--- src/hdl/hcs_pkg.sv ---
// Package for the heater channel supervisor: beat payloads, state, register codes.
// No dependencies; every other file of the block imports it.
`default_nettype none

package hcs_pkg;

   localparam int CSR_INDEX_W = 3;
   localparam int CSR_DATA_W  = 32;

   localparam logic [9:0] DUTY_MAX = 10'd1000;
   localparam logic [9:0] MS_PER_S = 10'd1000;

   typedef enum logic [1:0] {
      MODE_OFF    = 2'd0,
      MODE_ACTIVE = 2'd1,
      MODE_SLEEP  = 2'd2,
      MODE_ERROR  = 2'd3
   } hcs_mode_type;

   typedef enum logic [2:0] {
      CMD_TICK   = 3'd0,
      CMD_TOGGLE = 3'd1,
      CMD_SET    = 3'd2,
      CMD_STEP   = 3'd3,
      CMD_FORCE  = 3'd4
   } hcs_cmd_type;

   typedef enum logic [CSR_INDEX_W-1:0] {
      CSR_MIN_TARGET     = 3'd0,
      CSR_MAX_TARGET     = 3'd1,
      CSR_SLEEP_TARGET   = 3'd2,
      CSR_SLEEP_TIMEOUT  = 3'd3,
      CSR_WATCH_DUTY_THR = 3'd4,
      CSR_WATCH_TIMEOUT  = 3'd5,
      CSR_WATCH_MIN_RISE = 3'd6
   } hcs_csr_type;

   typedef struct packed {
      logic        [2:0]  command;
      logic signed [15:0] value;
      logic        [1:0]  forced_state;
      logic signed [15:0] measured_temp;
      logic        [9:0]  pid_duty;
      logic        [15:0] tick_ms;
   } hcs_req_type;

   typedef struct packed {
      logic        [9:0]  duty_out;
      hcs_mode_type       channel_state;
      logic signed [15:0] active_target;
      logic signed [15:0] user_target;
      logic               pid_clear;
      logic               runaway_fault;
   } hcs_rsp_type;

   typedef struct packed {
      logic signed [15:0] min_target;
      logic signed [15:0] max_target;
      logic signed [15:0] sleep_target;
      logic        [15:0] sleep_timeout_s;
      logic        [9:0]  watch_duty_threshold;
      logic        [31:0] watch_timeout_ms;
      logic signed [15:0] watch_min_rise;
   } hcs_cfg_type;

   typedef struct packed {
      hcs_mode_type       mode;
      logic signed [15:0] target_temp;
      logic        [31:0] idle_ms;
      logic        [31:0] watch_ms;
      logic signed [15:0] checkpoint_temp;
      logic        [9:0]  last_duty;
   } hcs_state_type;

   localparam hcs_cfg_type CFG_RESET = '{
      min_target:           16'sd0,
      max_target:           16'sd450,
      sleep_target:         16'sd150,
      sleep_timeout_s:      16'd0,
      watch_duty_threshold: 10'd800,
      watch_timeout_ms:     32'd20000,
      watch_min_rise:       16'sd5
   };

   localparam hcs_state_type STATE_RESET = '{
      mode:            MODE_OFF,
      target_temp:     16'sd0,
      idle_ms:         32'd0,
      watch_ms:        32'd0,
      checkpoint_temp: 16'sd0,
      last_duty:       10'd0
   };

endpackage

`default_nettype wire

--- src/hdl/hcs_if.sv ---
// Valid/ready channel interfaces for request and response beats.
// Depends on hcs_pkg for the payload types.
`default_nettype none

interface hcs_req_if;
   import hcs_pkg::*;
   logic        valid;
   logic        ready;
   hcs_req_type payload;
   modport source (output valid, output payload, input ready);
   modport sink   (input valid, input payload, output ready);
endinterface

interface hcs_rsp_if;
   import hcs_pkg::*;
   logic        valid;
   logic        ready;
   hcs_rsp_type payload;
   modport source (output valid, output payload, input ready);
   modport sink   (input valid, input payload, output ready);
endinterface

`default_nettype wire

--- src/hdl/hcs_step.sv ---
// Combinational step of the supervisor: next channel state and response beat.
// Depends on hcs_pkg.
`default_nettype none

module hcs_step (
   input  hcs_pkg::hcs_state_type state_cur,
   input  hcs_pkg::hcs_cfg_type   cfg,
   input  hcs_pkg::hcs_req_type   item,
   output hcs_pkg::hcs_state_type state_nxt,
   output hcs_pkg::hcs_rsp_type   result
);
   import hcs_pkg::*;

   function automatic logic signed [15:0] clamp_target(
      input logic signed [16:0] t,
      input logic signed [15:0] lo,
      input logic signed [15:0] hi
   );
      logic signed [16:0] lo_x;
      logic signed [16:0] hi_x;
      logic signed [16:0] r;
      lo_x = $signed({lo[15], lo});
      hi_x = $signed({hi[15], hi});
      r    = (t < lo_x) ? lo_x : t;
      r    = (r > hi_x) ? hi_x : r;
      return r[15:0];
   endfunction

   hcs_cmd_type        cmd;
   hcs_mode_type       fst;
   logic [9:0]         pid_sat;
   logic [32:0]        idle_sum;
   logic [31:0]        idle_sat;
   logic [25:0]        sleep_limit_ms;
   logic               idle_expired;
   logic               watch_run;
   logic [32:0]        watch_sum;
   logic [31:0]        watch_sat;
   logic signed [15:0] cp_use;
   logic signed [16:0] rise;
   logic signed [16:0] min_rise_x;
   logic               runaway;
   logic signed [16:0] step_sum;
   logic               clear;
   logic               fault;

   assign cmd     = hcs_cmd_type'(item.command);
   assign fst     = hcs_mode_type'(item.forced_state);
   assign pid_sat = (item.pid_duty > DUTY_MAX) ? DUTY_MAX : item.pid_duty;

   // saturating timers
   assign idle_sum  = {1'b0, state_cur.idle_ms} + {17'd0, item.tick_ms};
   assign idle_sat  = idle_sum[32] ? '1 : idle_sum[31:0];
   assign watch_sum = {1'b0, state_cur.watch_ms} + {17'd0, item.tick_ms};
   assign watch_sat = watch_sum[32] ? '1 : watch_sum[31:0];

   assign sleep_limit_ms = 26'(cfg.sleep_timeout_s) * 26'(MS_PER_S);
   assign idle_expired   = (cfg.sleep_timeout_s != 16'd0) &&
                           (idle_sat >= {6'd0, sleep_limit_ms});

   assign watch_run  = (pid_sat >= cfg.watch_duty_threshold);
   // take a fresh checkpoint when the window starts
   assign cp_use     = (state_cur.watch_ms == 32'd0) ? item.measured_temp
                                                     : state_cur.checkpoint_temp;
   assign rise       = $signed({item.measured_temp[15], item.measured_temp})
                     - $signed({cp_use[15], cp_use});
   assign min_rise_x = $signed({cfg.watch_min_rise[15], cfg.watch_min_rise});
   assign runaway    = (rise < min_rise_x);

   assign step_sum = $signed({state_cur.target_temp[15], state_cur.target_temp})
                   + $signed({item.value[15], item.value});

   // next state
   always_comb begin
      state_nxt = state_cur;
      clear     = 1'b0;
      fault     = 1'b0;
      unique case (cmd)
         CMD_TICK: begin
            if (state_cur.mode == MODE_OFF || state_cur.mode == MODE_ERROR) begin
               state_nxt.last_duty = '0;
            end else begin
               if (state_cur.mode == MODE_ACTIVE) begin
                  state_nxt.idle_ms = idle_sat;
                  if (idle_expired) begin
                     state_nxt.mode = MODE_SLEEP;
                  end
               end
               state_nxt.last_duty = pid_sat;
               if (watch_run) begin
                  state_nxt.checkpoint_temp = cp_use;
                  state_nxt.watch_ms        = watch_sat;
                  if (watch_sat >= cfg.watch_timeout_ms) begin
                     if (runaway) begin
                        state_nxt.mode = MODE_ERROR;
                        fault          = 1'b1;
                     end else begin
                        state_nxt.watch_ms = '0;
                     end
                  end
               end else begin
                  state_nxt.watch_ms = '0;
               end
               if (state_nxt.mode == MODE_ERROR) begin
                  state_nxt.last_duty = '0;
               end
            end
         end
         CMD_TOGGLE: begin
            if (state_cur.mode == MODE_OFF || state_cur.mode == MODE_SLEEP) begin
               state_nxt.mode     = MODE_ACTIVE;
               state_nxt.watch_ms = '0;
               clear              = 1'b1;
            end else if (state_cur.mode == MODE_ACTIVE) begin
               state_nxt.mode = MODE_OFF;
            end
         end
         CMD_SET: begin
            state_nxt.target_temp = clamp_target($signed({item.value[15], item.value}),
                                                 cfg.min_target, cfg.max_target);
         end
         CMD_STEP: begin
            state_nxt.target_temp = clamp_target(step_sum, cfg.min_target, cfg.max_target);
         end
         CMD_FORCE: begin
            if (fst != state_cur.mode) begin
               state_nxt.mode = fst;
               if (fst == MODE_ACTIVE) begin
                  state_nxt.watch_ms = '0;
                  clear              = 1'b1;
               end
            end
         end
         default: begin
         end
      endcase
   end

   // response beat
   always_comb begin
      result.duty_out      = (state_nxt.mode == MODE_OFF || state_nxt.mode == MODE_ERROR)
                             ? 10'd0 : state_nxt.last_duty;
      result.channel_state = state_nxt.mode;
      result.active_target = (state_nxt.mode == MODE_SLEEP) ? cfg.sleep_target
                                                            : state_nxt.target_temp;
      result.user_target   = state_nxt.target_temp;
      result.pid_clear     = clear;
      result.runaway_fault = fault;
   end

endmodule

`default_nettype wire

--- src/hdl/heater_channel_supervisor.sv ---
// Heater channel supervisor: each beat passes the request register, then the response register.
// Throughput one beat per cycle while the response side is not stalled; the request register and response register
// form a two-stage pipe, and the channel state updates as a beat leaves the first.
// Synchronous active-high reset: channel off, targets and timers zero, registers
// to their defaults, both stages empty.
// Depends on hcs_pkg, hcs_if and hcs_step.
`default_nettype none

module heater_channel_supervisor (
   input  wire logic                              clock,
   input  wire logic                              reset,
   hcs_req_if.sink                                req,
   hcs_rsp_if.source                              rsp,
   input  wire logic                              csr_wr_en,
   input  wire logic [hcs_pkg::CSR_INDEX_W-1:0]   csr_index,
   input  wire logic [hcs_pkg::CSR_DATA_W-1:0]    csr_wdata
);
   import hcs_pkg::*;

   // request stage
   logic          req_valid_ff, req_valid_in;
   hcs_req_type   req_ff;
   // response stage
   logic          rsp_valid_ff, rsp_valid_in;
   hcs_rsp_type   rsp_ff;
   // channel state and configuration
   hcs_state_type state_ff, state_in;
   hcs_cfg_type   cfg_ff, cfg_in;

   hcs_state_type state_step;
   hcs_rsp_type   rsp_step;

   logic          rsp_free;
   logic          step_fire;
   logic          req_fire;

   // the response register can take a beat when empty or draining this cycle
   assign rsp_free  = !rsp_valid_ff || rsp.ready;
   assign step_fire = req_valid_ff && rsp_free;
   assign req.ready = !req_valid_ff || rsp_free;
   assign req_fire  = req.valid && req.ready;

   assign rsp.valid   = rsp_valid_ff;
   assign rsp.payload = rsp_ff;

   hcs_step u_step (
      .state_cur (state_ff),
      .cfg       (cfg_ff),
      .item      (req_ff),
      .state_nxt (state_step),
      .result    (rsp_step)
   );

   // advance the pipe; the state commits only when the beat moves on
   always_comb begin
      req_valid_in = req_fire ? 1'b1 : (step_fire ? 1'b0 : req_valid_ff);
      rsp_valid_in = step_fire ? 1'b1 : (rsp.ready ? 1'b0 : rsp_valid_ff);
      state_in     = step_fire ? state_step : state_ff;
   end

   // register writes; to be issued only while the channel is idle, which the block itself does not enforce
   always_comb begin
      cfg_in = cfg_ff;
      if (csr_wr_en) begin
         unique case (hcs_csr_type'(csr_index))
            CSR_MIN_TARGET:     cfg_in.min_target           = csr_wdata[15:0];
            CSR_MAX_TARGET:     cfg_in.max_target           = csr_wdata[15:0];
            CSR_SLEEP_TARGET:   cfg_in.sleep_target         = csr_wdata[15:0];
            CSR_SLEEP_TIMEOUT:  cfg_in.sleep_timeout_s      = csr_wdata[15:0];
            CSR_WATCH_DUTY_THR: cfg_in.watch_duty_threshold = csr_wdata[9:0];
            CSR_WATCH_TIMEOUT:  cfg_in.watch_timeout_ms     = csr_wdata[31:0];
            CSR_WATCH_MIN_RISE: cfg_in.watch_min_rise       = csr_wdata[15:0];
            default: begin
            end
         endcase
      end
   end

   always_ff @(posedge clock) begin
      if (reset) begin
         req_valid_ff <= 1'b0;
         rsp_valid_ff <= 1'b0;
         state_ff     <= STATE_RESET;
         cfg_ff       <= CFG_RESET;
      end else begin
         req_valid_ff <= req_valid_in;
         rsp_valid_ff <= rsp_valid_in;
         state_ff     <= state_in;
         cfg_ff       <= cfg_in;
      end
   end

   // payload registers: hold unless a new beat is loaded
   always_ff @(posedge clock) begin
      if (req_fire) begin
         req_ff <= req.payload;
      end
      if (step_fire) begin
         rsp_ff <= rsp_step;
      end
   end

   // a runaway fault always leaves the channel in error
   assert property (@(posedge clock) disable iff (reset)
      rsp_valid_ff && rsp_ff.runaway_fault |-> rsp_ff.channel_state == MODE_ERROR)
      else $error("runaway fault without error state");

   // a PID clear only accompanies entry to active
   assert property (@(posedge clock) disable iff (reset)
      rsp_valid_ff && rsp_ff.pid_clear |-> rsp_ff.channel_state == MODE_ACTIVE)
      else $error("pid clear outside active state");

   // no drive while off or in error
   assert property (@(posedge clock) disable iff (reset)
      rsp_valid_ff && (rsp_ff.channel_state == MODE_OFF ||
                       rsp_ff.channel_state == MODE_ERROR) |-> rsp_ff.duty_out == 10'd0)
      else $error("nonzero duty while off or in error");

   // only a forced state leaves error
   assert property (@(posedge clock) disable iff (reset)
      step_fire && state_ff.mode == MODE_ERROR &&
      req_ff.command != CMD_FORCE |=> state_ff.mode == MODE_ERROR)
      else $error("error state left without a force command");

   // duty never exceeds full scale
   assert property (@(posedge clock) disable iff (reset)
      state_ff.last_duty <= DUTY_MAX)
      else $error("stored duty above full scale");

endmodule

`default_nettype wire
--- src/flat_wrapper.sv ---
// flat-port wrapper written by rule: the top's interface ports become plain ports
module heater_channel_supervisor_flat import hcs_pkg::*;
  (clock, reset, csr_wr_en, csr_index, csr_wdata, req_valid, req_payload, req_ready, rsp_valid, rsp_payload, rsp_ready);
  hcs_req_if req_i ();
  hcs_rsp_if rsp_i ();
  input  wire logic clock;
  input  wire logic reset;
  input  wire logic csr_wr_en;
  input  wire logic [hcs_pkg::CSR_INDEX_W-1:0] csr_index;
  input  wire logic [hcs_pkg::CSR_DATA_W-1:0] csr_wdata;
  input wire logic [$bits(req_i.valid)-1:0] req_valid;
  input wire logic [$bits(req_i.payload)-1:0] req_payload;
  output wire logic [$bits(req_i.ready)-1:0] req_ready;
  output wire logic [$bits(rsp_i.valid)-1:0] rsp_valid;
  output wire logic [$bits(rsp_i.payload)-1:0] rsp_payload;
  input wire logic [$bits(rsp_i.ready)-1:0] rsp_ready;
  assign req_i.valid = req_valid;
  assign req_i.payload = req_payload;
  assign req_ready = req_i.ready;
  assign rsp_valid = rsp_i.valid;
  assign rsp_payload = rsp_i.payload;
  assign rsp_i.ready = rsp_ready;
  heater_channel_supervisor u_core (.clock(clock), .reset(reset), .req(req_i), .rsp(rsp_i), .csr_wr_en(csr_wr_en), .csr_index(csr_index), .csr_wdata(csr_wdata));
endmodule
--- config.mk ---
export PLATFORM = sky130hd
export DESIGN_NAME = heater_channel_supervisor_flat
export DESIGN_NICKNAME = d
export VERILOG_FILES = /design/src/hdl/hcs_pkg.sv /design/src/hdl/hcs_if.sv /design/src/hdl/hcs_step.sv /design/src/hdl/heater_channel_supervisor.sv /design/src/flat_wrapper.sv
export SDC_FILE = /design/constraint.sdc
export NUM_CORES = 1
export LEC_CHECK = 0
export BUFFER_PORTS_ARGS = -buffer_cell sky130_fd_sc_hd__clkbuf_2
export CORE_MARGIN = 3
export CORE_UTILIZATION = 50
export CTS_CLUSTER_DIAMETER = 120
export CTS_CLUSTER_SIZE = 30
export DETAILED_ROUTE_END_ITERATION = 7
export PLACE_DENSITY = 0.75
export SLEW_MARGIN = 5
export SYNTH_ARGS = -nofsm -noshare
export SYNTH_HDL_FRONTEND = slang
export SYNTH_SLANG_ARGS = --single-unit
--- constraint.sdc ---
create_clock -name clock -period 14.4 [get_ports clock]
set_input_delay 0.72 -clock clock [delete_from_list [all_inputs] [get_ports clock]]
set_output_delay 0.72 -clock clock [all_outputs]
set_load 0.02 [all_outputs]
==> After elaboration in Yosys (flattened, before gate mapping) <==
Cells that the tools add are included.
{ "totals": {"elab_cells": 140, "out_inout_bits": 48, "regBits": 341, "in_bits": 103} }
{ "op_classes": {"multipliers": 1, "reduce_logical": 30, "muxes": 43, "eq_ne": 22, "magnitude_cmp": 9, "add_sub_neg": 4, "n_bitwise": 4} }
{ "ops": {"columns": ["op", "count"], "rows": [
  ["$mux 32", 8],
  ["$pmux 32 s3", 1],
  ["$mux 16", 5],
  ["$add 32x16->33", 2],
  ["$mux 48", 1],
  ["$mux 10", 4],
  ["$gt 17x16->1", 2],
  ["$lt 17x16->1", 2],
  ["$mux 17", 2],
  ["$ge 32x26->1", 1],
  ["$ge 32x32->1", 1],
  ["$logic_not 32->1", 1],
  ["$pmux 16 s2", 1],
  ["$mul 16x7->23 const B", 1],
  ["$mux 2", 11],
  ["$add 16x16->17", 1],
  ["$sub 16x16->17", 1],
  ["$lt 16x16->1", 1],
  ["$reduce_bool 16->1", 1],
  ["$reduce_and 2->1", 7],
  ["$eq 3x2->1 const B", 4],
  ["$eq 3x3->1 const B", 4],
  ["$eq 2x2->1 const B", 5],
  ["$ge 10x10->1", 1],
  ["19 further kinds", 45]
]} }

==> Depth between registers and ports, before layout <==
{ "logic_depth": {"depth_word": 15, "ltp_mapped": 33, "mapped_depth_nobuf": 31} }

==> By module <==
A second synthesis with hierarchy kept.
{ "unflattened": {"cells_unflattened": 3053, "area_unflattened_um2": 26211.4} }
{ "by_module_without_submodules": {"columns": ["mod", "instances", "seq_area_each_um2", "cells_each", "area_each_um2"], "rows": [
  ["hcs_step", 1, 0.0, 1935, 13684.4],
  ["heater_channel_supervisor", 1, 7917.6, 1118, 12527.0]
]} }

==> Least setup slack after synthesis <==
OpenSTA, ideal clock, no wires.
{ "synth_path": {"kind": "reg-to-reg", "from": "register u_core.cfg_ff[60] (netlist name)", "to": "register u_core.rsp_ff, in the netlist u_core.rsp.payload[33] (data pin)", "required_time_ps": 14140, "period_less_slack_ps": 6962, "n_path_buf": 1, "stages_incl_launch_ff": 28, "setup_slack_ps": 7438, "t_arrival_ps": 6703, "setup_ps": 260, "cell_sequence": "dfxtp_1 inv_1 fa_1 fa_1 fa_1 fa_1 inv_1 ha_1 o21a_1 nor2_1 nor2_1 a21oi_1 a21oi_1 a41o_1 o41a_1 a21o_1 a21oi_1 xnor2_1 ha_1 nand4_1 nor4_1 a311oi_1 a31oi_2 nand2_1 a311oi_1 ha_1 clkbuf_1 mux2_2"} }
{ "synth_rtl": {"columns": ["element", "line_no", "rtl"], "rows": [
  ["start: declaration", "heater_channel_supervisor.sv:28", "hcs_cfg_type cfg_ff, cfg_in;"],
  ["start signal: assignment", "heater_channel_supervisor.sv:89", "cfg_ff <= cfg_in;"],
  ["end signal: assignment", "heater_channel_supervisor.sv:99", "rsp_ff <= rsp_step;"],
  ["end: declaration", "heater_channel_supervisor.sv:25", "hcs_rsp_type rsp_ff;"]
]} }

==> impl_metrics.yaml <==
clock_network:
  cts_setup_buffers: 0
  clockBufferDepth: 3
  h-tree-depth: 1
  cts_buffers: 16
  clk_pin_slew_worst_paths_ns: 0.12
  cts-root-buf: "clkbuf_16"
  ctsHoldBuffers: 0
  cts_resized: 0
  clock_latency_ns: 0.54
  clock_sinks: 341
  cts_tree: "built"
route:
  wl_mm: 62.77
  drtIter0Drc: 1658
  ant_nets: 0
  viasPerCell: 5.861
  dr.pass1.iters: 6
  drc: 0
  wl_per_cell_um: 18.54
  vias: 19840
timing:
  finalWorstSetupSlack_ns: 5.852
  hold_viol_final: 0
  setup-violations-final: 0
  rsz0062_at_grt: "false"
  fmax_mhz: 117.0
  slew_headroom_pct: 17.35
  fin_crit_sh_pct: 59.36
  skew_ns: 0.02160
  post-route-min-period_ns: 8.548
  tightest_slew_ns: 1.236
  final_max_slew_viol_count: 0
  hold_slack_ns: 0.3473
  finalSetupTns_ns: 0
pwr:
  finalPower_mw: 2.090
  leakage_nw: 10.38
  vdd_drop_max_v: 0.00009621
  power_density_nw_per_um2: 83.74
logic_synthesis:
  yosysUniqueCellTypes: 82
  synthTopCellsByArea: "dfxtp_1, ha_1, edfxtp_1"
  ys_ff_latch: 341
  syn_inst: 2690
  async_flop_share_pct: 0
  synthFlopType: "dfxtp_1"
  synth_nets: 3126
  netlist_area_um2: 23160
  yosysWarnings: 0
  ys_seq_area_share_pct: 34.18
  synth-edff-count: 109
  synth_most_common_cell: "nand2_1"
  avgSynthCellArea_um2: 8.611
  netlist.area_leader.share_pct: 20.05
  ys_top_cells_by_count: "nand2_1, ha_1, a21oi_1, dfxtp_1, inv_1"
  yosysTopAreaCell: "dfxtp_1"
run_status:
  status: "finished, final reports clean"
placement:
  dpl.hpwl_mm: 48.30
  place_congestion: 0.9320
  port_buffers: 150
  dp_slack_ns: 5.931
setup_path:
  path_delay_family: "adder cells"
  path_max_fanout: 32
  slowest_stage: "ha_1"
  cpMostUsedCell: "fa_1"
  path_class: "flop to flop"
  worstPathRequired_ns: 14.67
  cp-end-kind: "flop"
  r2r_start: "u_core.cfg_ff[60]"
  crit_buf_inv: 2
  slowest_delay_ns: 0.94
  cp.arrival_ns: 8.82
  cp-start-kind: "flop"
  r2r-end: "u_core.rsp.payload[21]"
  worst-r2r-cell-count: 28
  worst-path-stages: 28
  rrSetupSlack_ns: 5.85
cells_and_area:
  area_growth_pct: 7.762
  fillCellCount: 4118
  fin_util_pct: 54.77
  nets: 3212
  drive_above_1_share_pct: 8.510
  antennaDiodeCount: 0
global_routing:
  grt_max_degree: 70
  grt_pass1_wl_mm: 101.2
  track_usage_pct: 24.94
  grt_pass1_vias: 19280
  gr-total-overflow: 0
  antenna_found_initial: 0
floorplan:
  coreArea_um2: 45580
  die-area_um2: 48950
  die_x_um: 221.2
  pin_count: 151
  initial_core_util_pct: 50.83
  rows: 78
  die-height_um: 221.2
worst_hold_path:
  whs_path_depth: 1
  hold_start: "req_payload[47]"
  holdPathEnd: "u_core.req_ff[47]"
  hold_path.class: "input pin to flop"
flow_run:
  drv_cap: 0
layout by cell type, fill, tap and decap left out, drive strengths merged, types with 12 or more instances in the layout:
cell,instances
a211oi,29
a21o,49
a21oi,244
a22oi,23
a311oi,12
a31oi,20
and2,14
and3,21
buf,19
clkbuf,173
dfxtp,232
edfxtp,109
fa,58
ha,275
inv,219
mux2,12
mux2i,22
nand2,409
nand2b,23
nand3,68
nand4,31
nor2,169
nor2b,25
nor3,41
nor3b,16
nor4,13
o211ai,27
o21a,28
o21ai,175
or2,14
xnor2,44
xor2,42
worst register-to-register path, delay by kind of cell, from the launching register on:
family	cells	cell delay, ns
simple gates	7	1.30
compound gates	11	2.48
xor+xnor	1	0.15
buf+inv	2	0.20
flops	1	0.49
fa+ha+maj	7	3.65
worst max-delay path by stage:
stage	end	slack, ns	startpoint
after global routing	u_core.rsp.payload[21]	5.07	u_core.state_ff[42]
after floorplan	u_core.rsp.payload[33]	7.44	u_core.cfg_ff[60]
after CTS	u_core.rsp.payload[22]	5.90	u_core.cfg_ff[60]
after detailed placement	u_core.rsp.payload[22]	5.93	u_core.cfg_ff[60]
final	u_core.rsp.payload[21]	5.85	u_core.cfg_ff[60]
after global placement	u_core.rsp.payload[29]	6.23	u_core.cfg_ff[60]
flip-flops by register name (all words and copies together) (netlist names):
| register | flops |
|---|---|
| u_core.cfg_ff | 122 |
| u_core.rsp.payload | 46 |
| u_core.rsp.valid | 1 |
| u_core.state_ff | 108 |
| u_core.req_valid_ff | 1 |
| u_core.req_ff | 63 |
cell families after synthesis:
kind of cell / synth area share [%]
simple gates: 16.73
compound gates: 19.24
flops: 34.18
buf+inv: 5.201
xor+xnor: 3.252
fa+ha+maj: 19.87
mux: 1.534
power by group:
| part | total (mW) | switching (mW) | internal [mW] |
|---|---|---|---|
| clock | 0.560 | 0.329 | 0.231 |
| sequential | 1.05 | 0.0234 | 1.02 |
| combinational | 0.482 | 0.300 | 0.181 |
| total | 2.09 | 0.653 | 1.44 |
through the flow:
| step | instances | cell area (µm²) |
|---|---|---|
| after floorplan | 2690 | 23160 |
| after global placement | 3358 | 24450 |
| after detailed placement | 3358 | 24450 |
| after CTS | 3385 | 24960 |
| after global routing | 3385 | 24960 |
| final | 3385 | 24960 |
routing by layer:
| metal | GRT usage (%) | routed length (µm) |
|---|---|---|
| met1 | 33.60 | 27310 |
| met2 | 41.79 | 29280 |
| met3 | 2.574 | 3618 |
| met4 | 9.036 | 2564 |
| met5 | 0 | 0 |
final cells by class:
type / count / area (µm²) / share of cell area, %
sequential: 341 / 7918 / 31.72
inverter: 219 / 822.0 / 3.293
clock inverter: 3 / 62.56 / 0.2506
multi-input combinational: 2030 / 14070 / 56.36
timing repair buffer: 168 / 888.4 / 3.559
clock buffer: 24 / 451.7 / 1.809
tap: 600 / 750.7 / 3.007
(Power assumes the default switching activity.)
